$ cat src/hw/rtl/jsu_pkg.sv
// jsu_pkg: types and character constants for the JSON string unescaper.
// No dependencies; taken in by the decoder, the top level and the bench.
package jsu_pkg;

    // Parser phase
    typedef enum logic [2:0] {
        PH_IDLE = 3'd0,
        PH_BODY = 3'd1,
        PH_ESC  = 3'd2,
        PH_HEX  = 3'd3,
        PH_DONE = 3'd4,
        PH_ERR  = 3'd5
    } t_phase;

    // Result status codes
    typedef enum logic [1:0] {
        ST_RUN = 2'd0,
        ST_OK  = 2'd1,
        ST_ERR = 2'd2,
        ST_IGN = 2'd3
    } t_status;

    localparam int unsigned NumHexDigits = 4;

    // Characters of interest
    localparam logic [7:0] CH_NUL   = 8'h00;
    localparam logic [7:0] CH_QUOTE = 8'h22;
    localparam logic [7:0] CH_BSL   = 8'h5C;
    localparam logic [7:0] CH_ZERO  = 8'h30;
    localparam logic [7:0] CH_NINE  = 8'h39;
    localparam logic [7:0] CH_UC_A  = 8'h41;
    localparam logic [7:0] CH_UC_F  = 8'h46;
    localparam logic [7:0] CH_LC_A  = 8'h61;
    localparam logic [7:0] CH_LC_F  = 8'h66;
    localparam logic [7:0] CH_LC_B  = 8'h62;
    localparam logic [7:0] CH_LC_FF = 8'h66;
    localparam logic [7:0] CH_LC_N  = 8'h6E;
    localparam logic [7:0] CH_LC_R  = 8'h72;
    localparam logic [7:0] CH_LC_T  = 8'h74;
    localparam logic [7:0] CH_LC_U  = 8'h75;

    // Control codes the short escapes map to
    localparam logic [15:0] CC_BS = 16'h0008;
    localparam logic [15:0] CC_FF = 16'h000C;
    localparam logic [15:0] CC_LF = 16'h000A;
    localparam logic [15:0] CC_CR = 16'h000D;
    localparam logic [15:0] CC_HT = 16'h0009;

    // Parser state carried between bytes
    typedef struct packed {
        t_phase      phase;
        logic [1:0]  hex_count;
        logic [15:0] hex_accum;
    } t_state;

    // One result item
    typedef struct packed {
        logic [15:0] unit;
        logic        unit_valid;
        t_status     status;
    } t_result;

endpackage

$ cat src/hw/rtl/jsu_in_if.sv
// jsu_in_if: valid/ready channel carrying one string byte per transfer.
// No dependencies.
interface jsu_in_if;
    logic       valid;
    logic       ready;
    logic [7:0] byte_in;
    logic       first;

    modport source (output valid, byte_in, first, input ready);
    modport sink   (input valid, byte_in, first, output ready);
endinterface

$ cat src/hw/rtl/jsu_out_if.sv
// jsu_out_if: valid/ready channel carrying one decoded result per transfer.
// No dependencies.
interface jsu_out_if;
    logic        valid;
    logic        ready;
    logic [15:0] unit;
    logic        unit_valid;
    logic [1:0]  status;

    modport source (output valid, unit, unit_valid, status, input ready);
    modport sink   (input valid, unit, unit_valid, status, output ready);
endinterface

$ cat src/hw/rtl/jsu_decode.sv
// jsu_decode: combinational next-state and result logic for one byte.
// Depends on jsu_pkg.
module jsu_decode
    import jsu_pkg::*;
(
    input  t_state     i_state,
    input  logic [7:0] i_byte,
    input  logic       i_first,
    output t_state     o_state,
    output t_result    o_result
);

    // Hex digit value, 16 when the byte is not a hex digit
    function automatic logic [4:0] hex_value(input logic [7:0] b);
        logic [7:0] v;
        v = 8'd16;
        if (b >= CH_ZERO && b <= CH_NINE) begin
            v = b - CH_ZERO;
        end else if (b >= CH_UC_A && b <= CH_UC_F) begin
            v = b - CH_UC_A + 8'd10;
        end else if (b >= CH_LC_A && b <= CH_LC_F) begin
            v = b - CH_LC_A + 8'd10;
        end
        return v[4:0];
    endfunction

    logic [4:0]  hex_d;
    logic [15:0] hex_next;

    assign hex_d    = hex_value(i_byte);
    assign hex_next = {i_state.hex_accum[11:0], hex_d[3:0]};

    // Next state and result
    always_comb begin
        o_state             = i_state;
        o_result.unit       = '0;
        o_result.unit_valid = 1'b0;
        o_result.status     = ST_RUN;

        if (i_first) begin
            // a new string always restarts, whatever was in progress
            o_state.hex_count = '0;
            o_state.hex_accum = '0;
            if (i_byte == CH_QUOTE) begin
                o_state.phase = PH_BODY;
            end else begin
                o_state.phase   = PH_ERR;
                o_result.status = ST_ERR;
            end
        end else begin
            unique case (i_state.phase)
                PH_BODY: begin
                    priority if (i_byte == CH_QUOTE) begin
                        o_state.phase   = PH_DONE;
                        o_result.status = ST_OK;
                    end else if (i_byte == CH_NUL) begin
                        o_state.phase   = PH_ERR;
                        o_result.status = ST_ERR;
                    end else if (i_byte == CH_BSL) begin
                        o_state.phase = PH_ESC;
                    end else begin
                        o_result.unit       = {8'h00, i_byte};
                        o_result.unit_valid = 1'b1;
                    end
                end
                PH_ESC: begin
                    priority if (i_byte == CH_NUL) begin
                        o_state.phase   = PH_ERR;
                        o_result.status = ST_ERR;
                    end else if (i_byte == CH_LC_U) begin
                        o_state.phase     = PH_HEX;
                        o_state.hex_count = '0;
                        o_state.hex_accum = '0;
                    end else begin
                        o_state.phase       = PH_BODY;
                        o_result.unit_valid = 1'b1;
                        unique case (i_byte)
                            CH_LC_B:  o_result.unit = CC_BS;
                            CH_LC_FF: o_result.unit = CC_FF;
                            CH_LC_N:  o_result.unit = CC_LF;
                            CH_LC_R:  o_result.unit = CC_CR;
                            CH_LC_T:  o_result.unit = CC_HT;
                            default:  o_result.unit = {8'h00, i_byte};
                        endcase
                    end
                end
                PH_HEX: begin
                    if (hex_d[4]) begin
                        o_state.phase     = PH_ERR;
                        o_state.hex_count = '0;
                        o_state.hex_accum = '0;
                        o_result.status   = ST_ERR;
                    end else if (i_state.hex_count == 2'(NumHexDigits - 1)) begin
                        // last digit: emit the gathered code unit
                        o_state.phase       = PH_BODY;
                        o_state.hex_count   = '0;
                        o_state.hex_accum   = '0;
                        o_result.unit       = hex_next;
                        o_result.unit_valid = 1'b1;
                    end else begin
                        o_state.hex_count = i_state.hex_count + 2'd1;
                        o_state.hex_accum = hex_next;
                    end
                end
                default: begin
                    // idle, done, error and unused codes: no string open
                    o_result.status = ST_IGN;
                end
            endcase
        end
    end

endmodule

$ cat src/hw/rtl/json_string_unescape.sv
// json_string_unescape: one byte in, one UTF-16 result out per transfer.
// Each byte passes through the input register, is decoded, and its result is held in the result register.
// Throughput: one byte per cycle while the output is not stalled, set by the single decode stage and its state update.
// Backpressure on the output stalls the input register; the result register holds while stalled.
// Reset (synchronous, active low) empties both stages and returns the parser to idle.
// Depends on jsu_pkg, jsu_in_if, jsu_out_if and jsu_decode.
module json_string_unescape
    import jsu_pkg::*;
(
    input  logic      i_clk,
    input  logic      i_rst_n,
    jsu_in_if.sink    i_in,
    jsu_out_if.source o_out
);

    logic       r_in_valid;
    logic [7:0] r_in_byte;
    logic       r_in_first;

    t_state     r_state;
    t_state     n_state;
    t_result    n_result;

    logic       r_out_valid;
    t_result    r_out;

    logic       out_free;
    logic       advance;

    // Stage handshakes: the result register frees when empty or taken
    assign out_free   = !r_out_valid || o_out.ready;
    assign advance    = r_in_valid && out_free;
    assign i_in.ready = !r_in_valid || advance;

    // Input register
    always_ff @(posedge i_clk) begin
        if (!i_rst_n) begin
            r_in_valid <= 1'b0;
        end else if (i_in.ready) begin
            r_in_valid <= i_in.valid;
        end
    end

    always_ff @(posedge i_clk) begin
        if (i_in.ready && i_in.valid) begin
            r_in_byte  <= i_in.byte_in;
            r_in_first <= i_in.first;
        end
    end

    // Decode
    jsu_decode u_decode (
        .i_state  (r_state),
        .i_byte   (r_in_byte),
        .i_first  (r_in_first),
        .o_state  (n_state),
        .o_result (n_result)
    );

    // Parser state, updated as each byte moves to the result register
    always_ff @(posedge i_clk) begin
        if (!i_rst_n) begin
            r_state.phase     <= PH_IDLE;
            r_state.hex_count <= '0;
            r_state.hex_accum <= '0;
        end else if (advance) begin
            r_state <= n_state;
        end
    end

    // Result register
    always_ff @(posedge i_clk) begin
        if (!i_rst_n) begin
            r_out_valid <= 1'b0;
        end else if (out_free) begin
            r_out_valid <= r_in_valid;
        end
    end

    always_ff @(posedge i_clk) begin
        if (advance) begin
            r_out <= n_result;
        end
    end

    assign o_out.valid      = r_out_valid;
    assign o_out.unit       = r_out.unit;
    assign o_out.unit_valid = r_out.unit_valid;
    assign o_out.status     = r_out.status;

`ifndef SYNTHESIS
    // Hex digits are only counted while inside a unicode escape
    a_hex_count_phase: assert property (@(posedge i_clk) disable iff (!i_rst_n)
        r_state.hex_count != 2'd0 |-> r_state.phase == PH_HEX)
        else $error("hex count set outside hex phase");

    // An error result leaves the parser in the error phase
    a_err_phase: assert property (@(posedge i_clk) disable iff (!i_rst_n)
        advance && n_result.status == ST_ERR |=> r_state.phase == PH_ERR)
        else $error("error result without error phase");

    // A code unit is only emitted while a string is running
    a_unit_running: assert property (@(posedge i_clk) disable iff (!i_rst_n)
        r_out_valid && r_out.unit_valid |-> r_out.status == ST_RUN)
        else $error("code unit with non-running status");

    // Empty results carry a zero unit
    a_unit_zero: assert property (@(posedge i_clk) disable iff (!i_rst_n)
        advance && !n_result.unit_valid |-> n_result.unit == 16'h0000)
        else $error("non-zero unit without unit_valid");
`endif

endmodule

$ cat src/flat_wrapper.sv
// flat-port wrapper written by rule: the top's interface ports become plain ports
module json_string_unescape_flat import jsu_pkg::*;
  (i_clk, i_rst_n, i_in_valid, i_in_byte_in, i_in_first, i_in_ready, o_out_valid, o_out_unit, o_out_unit_valid, o_out_status, o_out_ready);
  jsu_in_if i_in_i ();
  jsu_out_if o_out_i ();
  input  logic i_clk;
  input  logic i_rst_n;
  input wire logic [$bits(i_in_i.valid)-1:0] i_in_valid;
  input wire logic [$bits(i_in_i.byte_in)-1:0] i_in_byte_in;
  input wire logic [$bits(i_in_i.first)-1:0] i_in_first;
  output wire logic [$bits(i_in_i.ready)-1:0] i_in_ready;
  output wire logic [$bits(o_out_i.valid)-1:0] o_out_valid;
  output wire logic [$bits(o_out_i.unit)-1:0] o_out_unit;
  output wire logic [$bits(o_out_i.unit_valid)-1:0] o_out_unit_valid;
  output wire logic [$bits(o_out_i.status)-1:0] o_out_status;
  input wire logic [$bits(o_out_i.ready)-1:0] o_out_ready;
  assign i_in_i.valid = i_in_valid;
  assign i_in_i.byte_in = i_in_byte_in;
  assign i_in_i.first = i_in_first;
  assign i_in_ready = i_in_i.ready;
  assign o_out_valid = o_out_i.valid;
  assign o_out_unit = o_out_i.unit;
  assign o_out_unit_valid = o_out_i.unit_valid;
  assign o_out_status = o_out_i.status;
  assign o_out_i.ready = o_out_ready;
  json_string_unescape u_core (.i_clk(i_clk), .i_rst_n(i_rst_n), .i_in(i_in_i), .o_out(o_out_i));
endmodule
$ cat config.mk
export PLATFORM = sky130hd
export DESIGN_NAME = json_string_unescape_flat
export DESIGN_NICKNAME = d
export VERILOG_FILES = /design/src/hw/rtl/jsu_pkg.sv /design/src/hw/rtl/jsu_in_if.sv /design/src/hw/rtl/jsu_out_if.sv /design/src/hw/rtl/jsu_decode.sv /design/src/hw/rtl/json_string_unescape.sv /design/src/flat_wrapper.sv
export SDC_FILE = /design/constraint.sdc
export NUM_CORES = 1
export LEC_CHECK = 0
export ABC_AREA = 1
export CORE_MARGIN = 4
export CORE_UTILIZATION = 63
export DETAILED_ROUTE_END_ITERATION = 8
export DONT_BUFFER_PORTS = 1
export PLACE_DENSITY = 0.9
export SLEW_MARGIN = 20
export SYNTH_ARGS = -nofsm -noshare
export SYNTH_HDL_FRONTEND = slang
export SYNTH_SLANG_ARGS = --single-unit
$ cat constraint.sdc
create_clock -name i_clk -period 3.05 [get_ports i_clk]
set_clock_uncertainty 0.15 [all_clocks]
set_input_delay 0.1525 -clock i_clk [delete_from_list [all_inputs] [get_ports i_clk]]
set_output_delay 0.1525 -clock i_clk [all_outputs]
set_load 0.01 [all_outputs]
Yosys cells after proc, flatten, opt, wreduce, memory -nomap -nowiden
Index checks and enable logic that the tools add are counted.
{ "classes": {"addsub": 6, "multipliers": 0, "div": 0, "magnitude_cmp": 6, "n_eq_ne": 16, "shifts": 0, "n_mux": 32, "n_bitwise": 0, "reduce_logical": 14} }
{ "ops": {"columns": ["operator", "count"], "rows": [
  ["two-way mux 17 bit", 6],
  ["equality test 8 x 7 -> 1 bit (second input constant)", 7],
  ["two-way mux 18 bit", 3],
  ["one-hot mux 17 bit (3 select lines)", 1],
  ["two-way mux 21 bit", 2],
  ["one-hot mux 8 bit (5 select lines)", 1],
  ["one-hot mux 18 bit (2 select lines)", 1],
  ["two-way mux 3 bit", 6],
  [">= comparator 8 x 7 -> 1 bit (second input constant)", 2],
  ["less-or-equal comparator 8 x 7 -> 1 bit (second input constant)", 2],
  ["two-way mux 5 bit", 3],
  ["two-way mux 2 bit", 6],
  ["adder 5 x 4 -> 5 bit (second input constant)", 2],
  ["subtractor 5 x 1 -> 5 bit (second input constant)", 2],
  ["two-way mux 9 bit", 1],
  ["one-hot mux 3 bit (3 select lines)", 1],
  ["equality test 8 x 6 -> 1 bit (second input constant)", 1],
  [">= comparator 8 x 6 -> 1 bit (second input constant)", 1],
  ["less-or-equal comparator 8 x 6 -> 1 bit (second input constant)", 1],
  ["zero test 8 bit", 1],
  ["AND reduction 4 bit", 2],
  ["equality test 3 x 2 -> 1 bit (second input constant)", 2],
  ["!= test 3 x 2 -> 1 bit (second input constant)", 2],
  ["one-hot mux 2 bit (3 select lines)", 1],
  ["11 further kinds", 17]
]} }
{ "totals": {"regBits": 47, "latchBits": 0, "ram_bits": 0, "rom_bits": 0, "input_bits": 13, "output_inout_bits": 21, "mem_count": 0} }

Longest topological paths before layout
{ "depth": {"depth_word": 9, "depth_mapped": 14, "mapped_depth_nobuf": 14} }

Hierarchy
From an unflattened synthesis, not the netlist that was laid out.
{ "hier_totals": {"cells_unflattened": 449, "hier_area_um2": 3228.1} }
{ "by_module_without_submodules": {"columns": ["mod", "n_inst", "cells_each", "area_each_um2", "seq_area_each_um2"], "rows": [
  ["json_string_unescape", 1, 178, 1909.3, 1301.2],
  ["jsu_decode", 1, 271, 1318.8, 0.0]
]} }

Worst setup path after synthesis
Ideal clock, no wire load.
{ "synth_timing": {"path_kind": "reg2reg", "start": "register u_core.r_in_byte[1]", "end": "register u_core.r_out (netlist bit u_core.o_out.unit[3]) (data pin)", "t_arrival_ns": 1.740, "required_ns": 2.634, "setup_slack_ns": 0.894, "path_stages_with_launch": 12, "path_buffers": 0, "cell_sequence": "edfxtp_1 inv_1 ha_1 nand2_1 nor2_1 inv_1 nand3_1 inv_1 a21oi_1 nor2_1 a21oi_1 nor2_1"} }
{ "synth_between": {"elab_chain_cells": 8, "elab_cells_between_ends": 35, "cone_classes": "add/sub: 5; order compare: 6; eq/ne: 8; mux: 12; reduce/logical: 4"} }
{ "synth_rtl": {"columns": ["item", "line_no", "source"], "rows": [
  ["start: declaration", "json_string_unescape.sv:17", "logic [7:0] r_in_byte;"],
  ["start signal: assignment", "json_string_unescape.sv:46", "r_in_byte <= i_in.byte_in;"],
  ["subtractor 5 x 1 -> 5 bit, or another cell as far along", "jsu_decode.sv:20, jsu_decode.sv:22", null],
  ["adder 5 x 4 -> 5 bit / logical AND 1 bit (equally long branches)", "jsu_decode.sv:20, jsu_decode.sv:22, jsu_decode.sv:21", null],
  ["two-way mux 5 bit", "jsu_decode.sv:21", "end else if (b >= CH_LC_A && b <= CH_LC_F) begin"],
  ["two-way mux 5 bit", "jsu_decode.sv:19", "end else if (b >= CH_UC_A && b <= CH_UC_F) begin"],
  ["two-way mux 5 bit", "jsu_decode.sv:17", "if (b >= CH_ZERO && b <= CH_NINE) begin"],
  ["two-way mux 17 bit", "jsu_decode.sv:93", "end else if (i_state.hex_count == 2'(NumHexDigits - 1)) begin"],
  ["two-way mux 17 bit", "jsu_decode.sv:88", "if (hex_d[4]) begin"],
  ["one-hot mux 17 bit (3 select lines) *", "jsu_decode.sv:51", "unique case (i_state.phase)"],
  ["end signal: assignment", "json_string_unescape.sv:82", "r_out <= n_result;"],
  ["end: declaration", "json_string_unescape.sv:25", "t_result r_out;"]
]} }
Every way passes the cells marked *; elsewhere a longest branch is shown, timed or not.
A chain may end at the register's enable or synchronous reset.

Worst setup path in the final report
{ "layout_timing": {"start": "register u_core.r_in_byte[0]", "end": "register u_core.r_out (netlist bit u_core.o_out.unit[3]) (data pin)"} }
Same word-level chain as after synthesis.

==> flow_metrics.py <==
metrics = {
    "flow_run": {
        "drv_cap": 0,
    },
    "cts": {
        "ctsResizeCount": 0,
        "clockRootBuffer": "clkbuf_8",
        "numClockSinks": 47,
        "htreeDepth": 2,
        "cts_tree": "done",
        "cts_buffers": 5,
        "clk_path_buf_depth": 2,
        "clkTransAtPathRegs_ns": 0.09,
        "clock_latency_ns": 0.30,
    },
    "yosys": {
        "synth.distinct_cells": 34,
        "syn-cell-area_um2": 2500,
        "ys_seq_area_frac": 0.488,
        "syn_nets": 333,
        "synth.avg_cell_area_um2": 7.94,
        "synth_common_cells": "nand2_1 (99), nor2_1 (39), inv_1 (30)",
        "yosys-top-cells-area": "edfxtp_1 (34%), dfxtp_1 (15%), nand2_1 (15%)",
        "synth_edf_count": 28,
        "async_flop_share": 0,
        "synth_ff_type": "edfxtp_1",
        "synth-seq-cells": 47,
        "yosysTopAreaCell": "edfxtp_1",
        "yosys_warnings": 0,
        "synth.most_common_cell": "nand2_1",
        "synth_cells": 315,
        "yosysTopAreaCellShare": 0.336,
    },
    "final_layout": {
        "register_area_um2": 1220,
        "n_antenna_cell": 0,
        "fin_area_um2": 2760,
        "fillers": 293,
        "final_cell_count_no_fill": 378,
        "nets": 347,
        "drive_gt1_frac": 0.0970,
        "multi_input_area_um2": 1100,
        "areaGrowthSynthToFinish_pct": 10.3,
        "final_core_utilization": 0.737,
    },
    "placement": {
        "dp_worst_setup_slack_ns": 0.473,
        "portBuffers": 0,
        "placed_area_um2": 2520,
        "gp_congestion": 0.956,
        "placedCellCount": 358,
        "dp_hpwl_um": 3890,
    },
    "timing": {
        "slew_viol_final": 0,
        "finalWorstSetupSlack_ns": 0.377,
        "hold_violations": 0,
        "final.setup.tns_ns": 0,
        "fmax_mhz": 374,
        "worstMarginPinSlew_ns": 0.671,
        "fin_crit_ns": 2.67,
        "finalSetupViolations": 0,
        "rsz0062_at_grt": "false",
        "max_slew_margin": 0.553,
        "holdWs_ns": 0.0904,
        "timing.final.crit_share": 0.877,
    },
    "critical_path": {
        "startpoint": "u_core.r_in_byte[0]$_DFFE_PP_",
        "worstPathRequired_ns": 2.94,
        "end_kind": "register",
        "reg2reg_from": "u_core.r_in_byte[0]$_DFFE_PP_",
        "crit_arrival_ns": 2.57,
        "start_kind": "register",
        "worstPathMaxFanout": 7,
        "worstSetupPathType": "reg2reg",
    },
    "pwr": {
        "power.density_nw_per_um2": 483,
        "ir_drop_v": 0.000391,
        "total_power_mw": 1.33,
        "leakage_nw": 1.12,
    },
    "detailed_routing": {
        "antenna_left": 0,
        "wirelength_um": 5440,
        "vias_per_cell": 5.66,
        "wire_per_inst_um": 14.4,
        "drtIter0Drc": 199,
        "first_pass_iters": 5,
        "vias": 2139,
        "drc": 0,
    },
    "grt": {
        "grt_overflow": 0,
        "grt_pass1_wl_um": 9310,
        "track_usage": 0.231,
        "grt_pass1_vias": 1996,
        "antenna_found_initial": 0,
        "grt_max_degree": 21,
    },
    "min_path": {
        "hold_class": "in2reg",
        "worstHoldStart": "i_rst_n",
    },
    "die": {
        "dieWidth_um": 71.0,
        "start_util": 0.668,
        "rows": 22,
        "die_h_um": 71.0,
        "dieArea_um2": 5040,
        "placeableCoreArea_um2": 3740,
        "io_pins": 34,
    },
    "outcome": {
        "status": "finished clean",
    },
}
## registers in the layout (all words and copies together) (netlist names)
name	cells
u_core.r_in_byte	8
u_core.r_in_first	1
u_core.r_state	17
u_core.o_out.unit_valid	1
u_core.r_in_valid	1
u_core.o_out.unit	16
u_core.o_out.status	2
u_core.o_out.valid	1
## metal layers
| layer | up-vias | track usage | share of wire |
|---|---|---|---|
| met2 | 104 | 0.374 | 0.49 |
| li1 | 1054 | - | - |
| met4 | 0 | 0.0710 | 0.016 |
| met3 | 12 | 0.0554 | 0.075 |
| met1 | 969 | 0.308 | 0.42 |
| met5 | - | 0 | 0 |
## power by group
group          switching, mW  internal, mW  total [mW]
Clock                  0.215         0.248       0.463
Combinational         0.0925        0.0475       0.140
Sequential            0.0309         0.699       0.730
## path summary, 6_finish.rpt
check                                            end  slack [ns]  cells past startpoint
setup reg to reg  u_core.o_out.unit[3]$_SDFFCE_PP0P_        0.38                     11
hold / removal        u_core.r_state[3]$_SDFFE_PN0P_        0.09                      2
setup / recovery  u_core.o_out.unit[3]$_SDFFCE_PP0P_        0.38                     11
hold reg to reg       u_core.r_state[8]$_SDFFE_PN0P_        0.32                      2
## cell usage in the layout, fill, tap and decap left out
cell type | Yosys | routed
o21ai_2 | 1 | 1
nand2_1 | 99 | 99
nand3b_1 | 1 | 1
nand4_2 | 1 | 1
inv_2 | 3 | 3
nor3_2 | 2 | 2
dlygate4sd3_1 | 0 | 12
a21oi_1 | 25 | 25
edfxtp_1 | 28 | 28
inv_6 | 0 | 1
nor2_2 | 5 | 5
nor3b_1 | 1 | 1
nor2_1 | 39 | 39
nor2_4 | 2 | 2
o211ai_1 | 1 | 1
o21ai_0 | 10 | 10
nand3_4 | 1 | 1
nor3_1 | 1 | 1
nand2_4 | 2 | 2
ha_1 | 5 | 5
nand4_1 | 3 | 3
buf_4 | 1 | 2
a21oi_2 | 1 | 1
clkinv_4 | 0 | 1
o21a_1 | 1 | 1
bufinv_16 | 0 | 1
dfxtp_1 | 19 | 19
inv_1 | 30 | 30
nand3_1 | 21 | 21
o2111ai_1 | 1 | 1
nand2_2 | 2 | 2
nand3_2 | 1 | 1
clkinv_2 | 1 | 1
o31ai_1 | 1 | 1
clkbuf_8 | 0 | 5
## timing repair
action                                  4_1_cts  5_1_grt
endpoints found under the hold margin        15        0
setup buffers                                 0        0
endpoints found under the setup margin        0        0
hold buffers                                 12        0
## kinds of logic (layout without fill, tap and decap cells)
group / after synthesis / count (layout) / synth area share
fa+ha+maj: 5 / 5 / 0.0250
buf+inv: 41 / 56 / 0.0730
simple gates: 181 / 181 / 0.324
compound gates: 41 / 41 / 0.0896
flops: 47 / 47 / 0.488
## area by class of cell
cell class,count,area share
Sequential cell,47,0.443
Tap cell,48,0.0218
Multi-Input combinational cell,227,0.398
Clock buffer,5,0.0249
Timing Repair Buffer,14,0.0490
Clock inverter,3,0.0172
Inverter,34,0.0467
## critical path: stages, from the launching register on
cell	delay, ns
edfxtp_1	0.51
inv_1	0.16
ha_1	0.30
nand2_1	0.08
nor2_1	0.23
inv_1	0.14
nand3_1	0.27
inv_1	0.13
a21oi_1	0.19
nor2_1	0.07
a21oi_1	0.13
nor2_1	0.07
(Power assumes the default switching activity.)
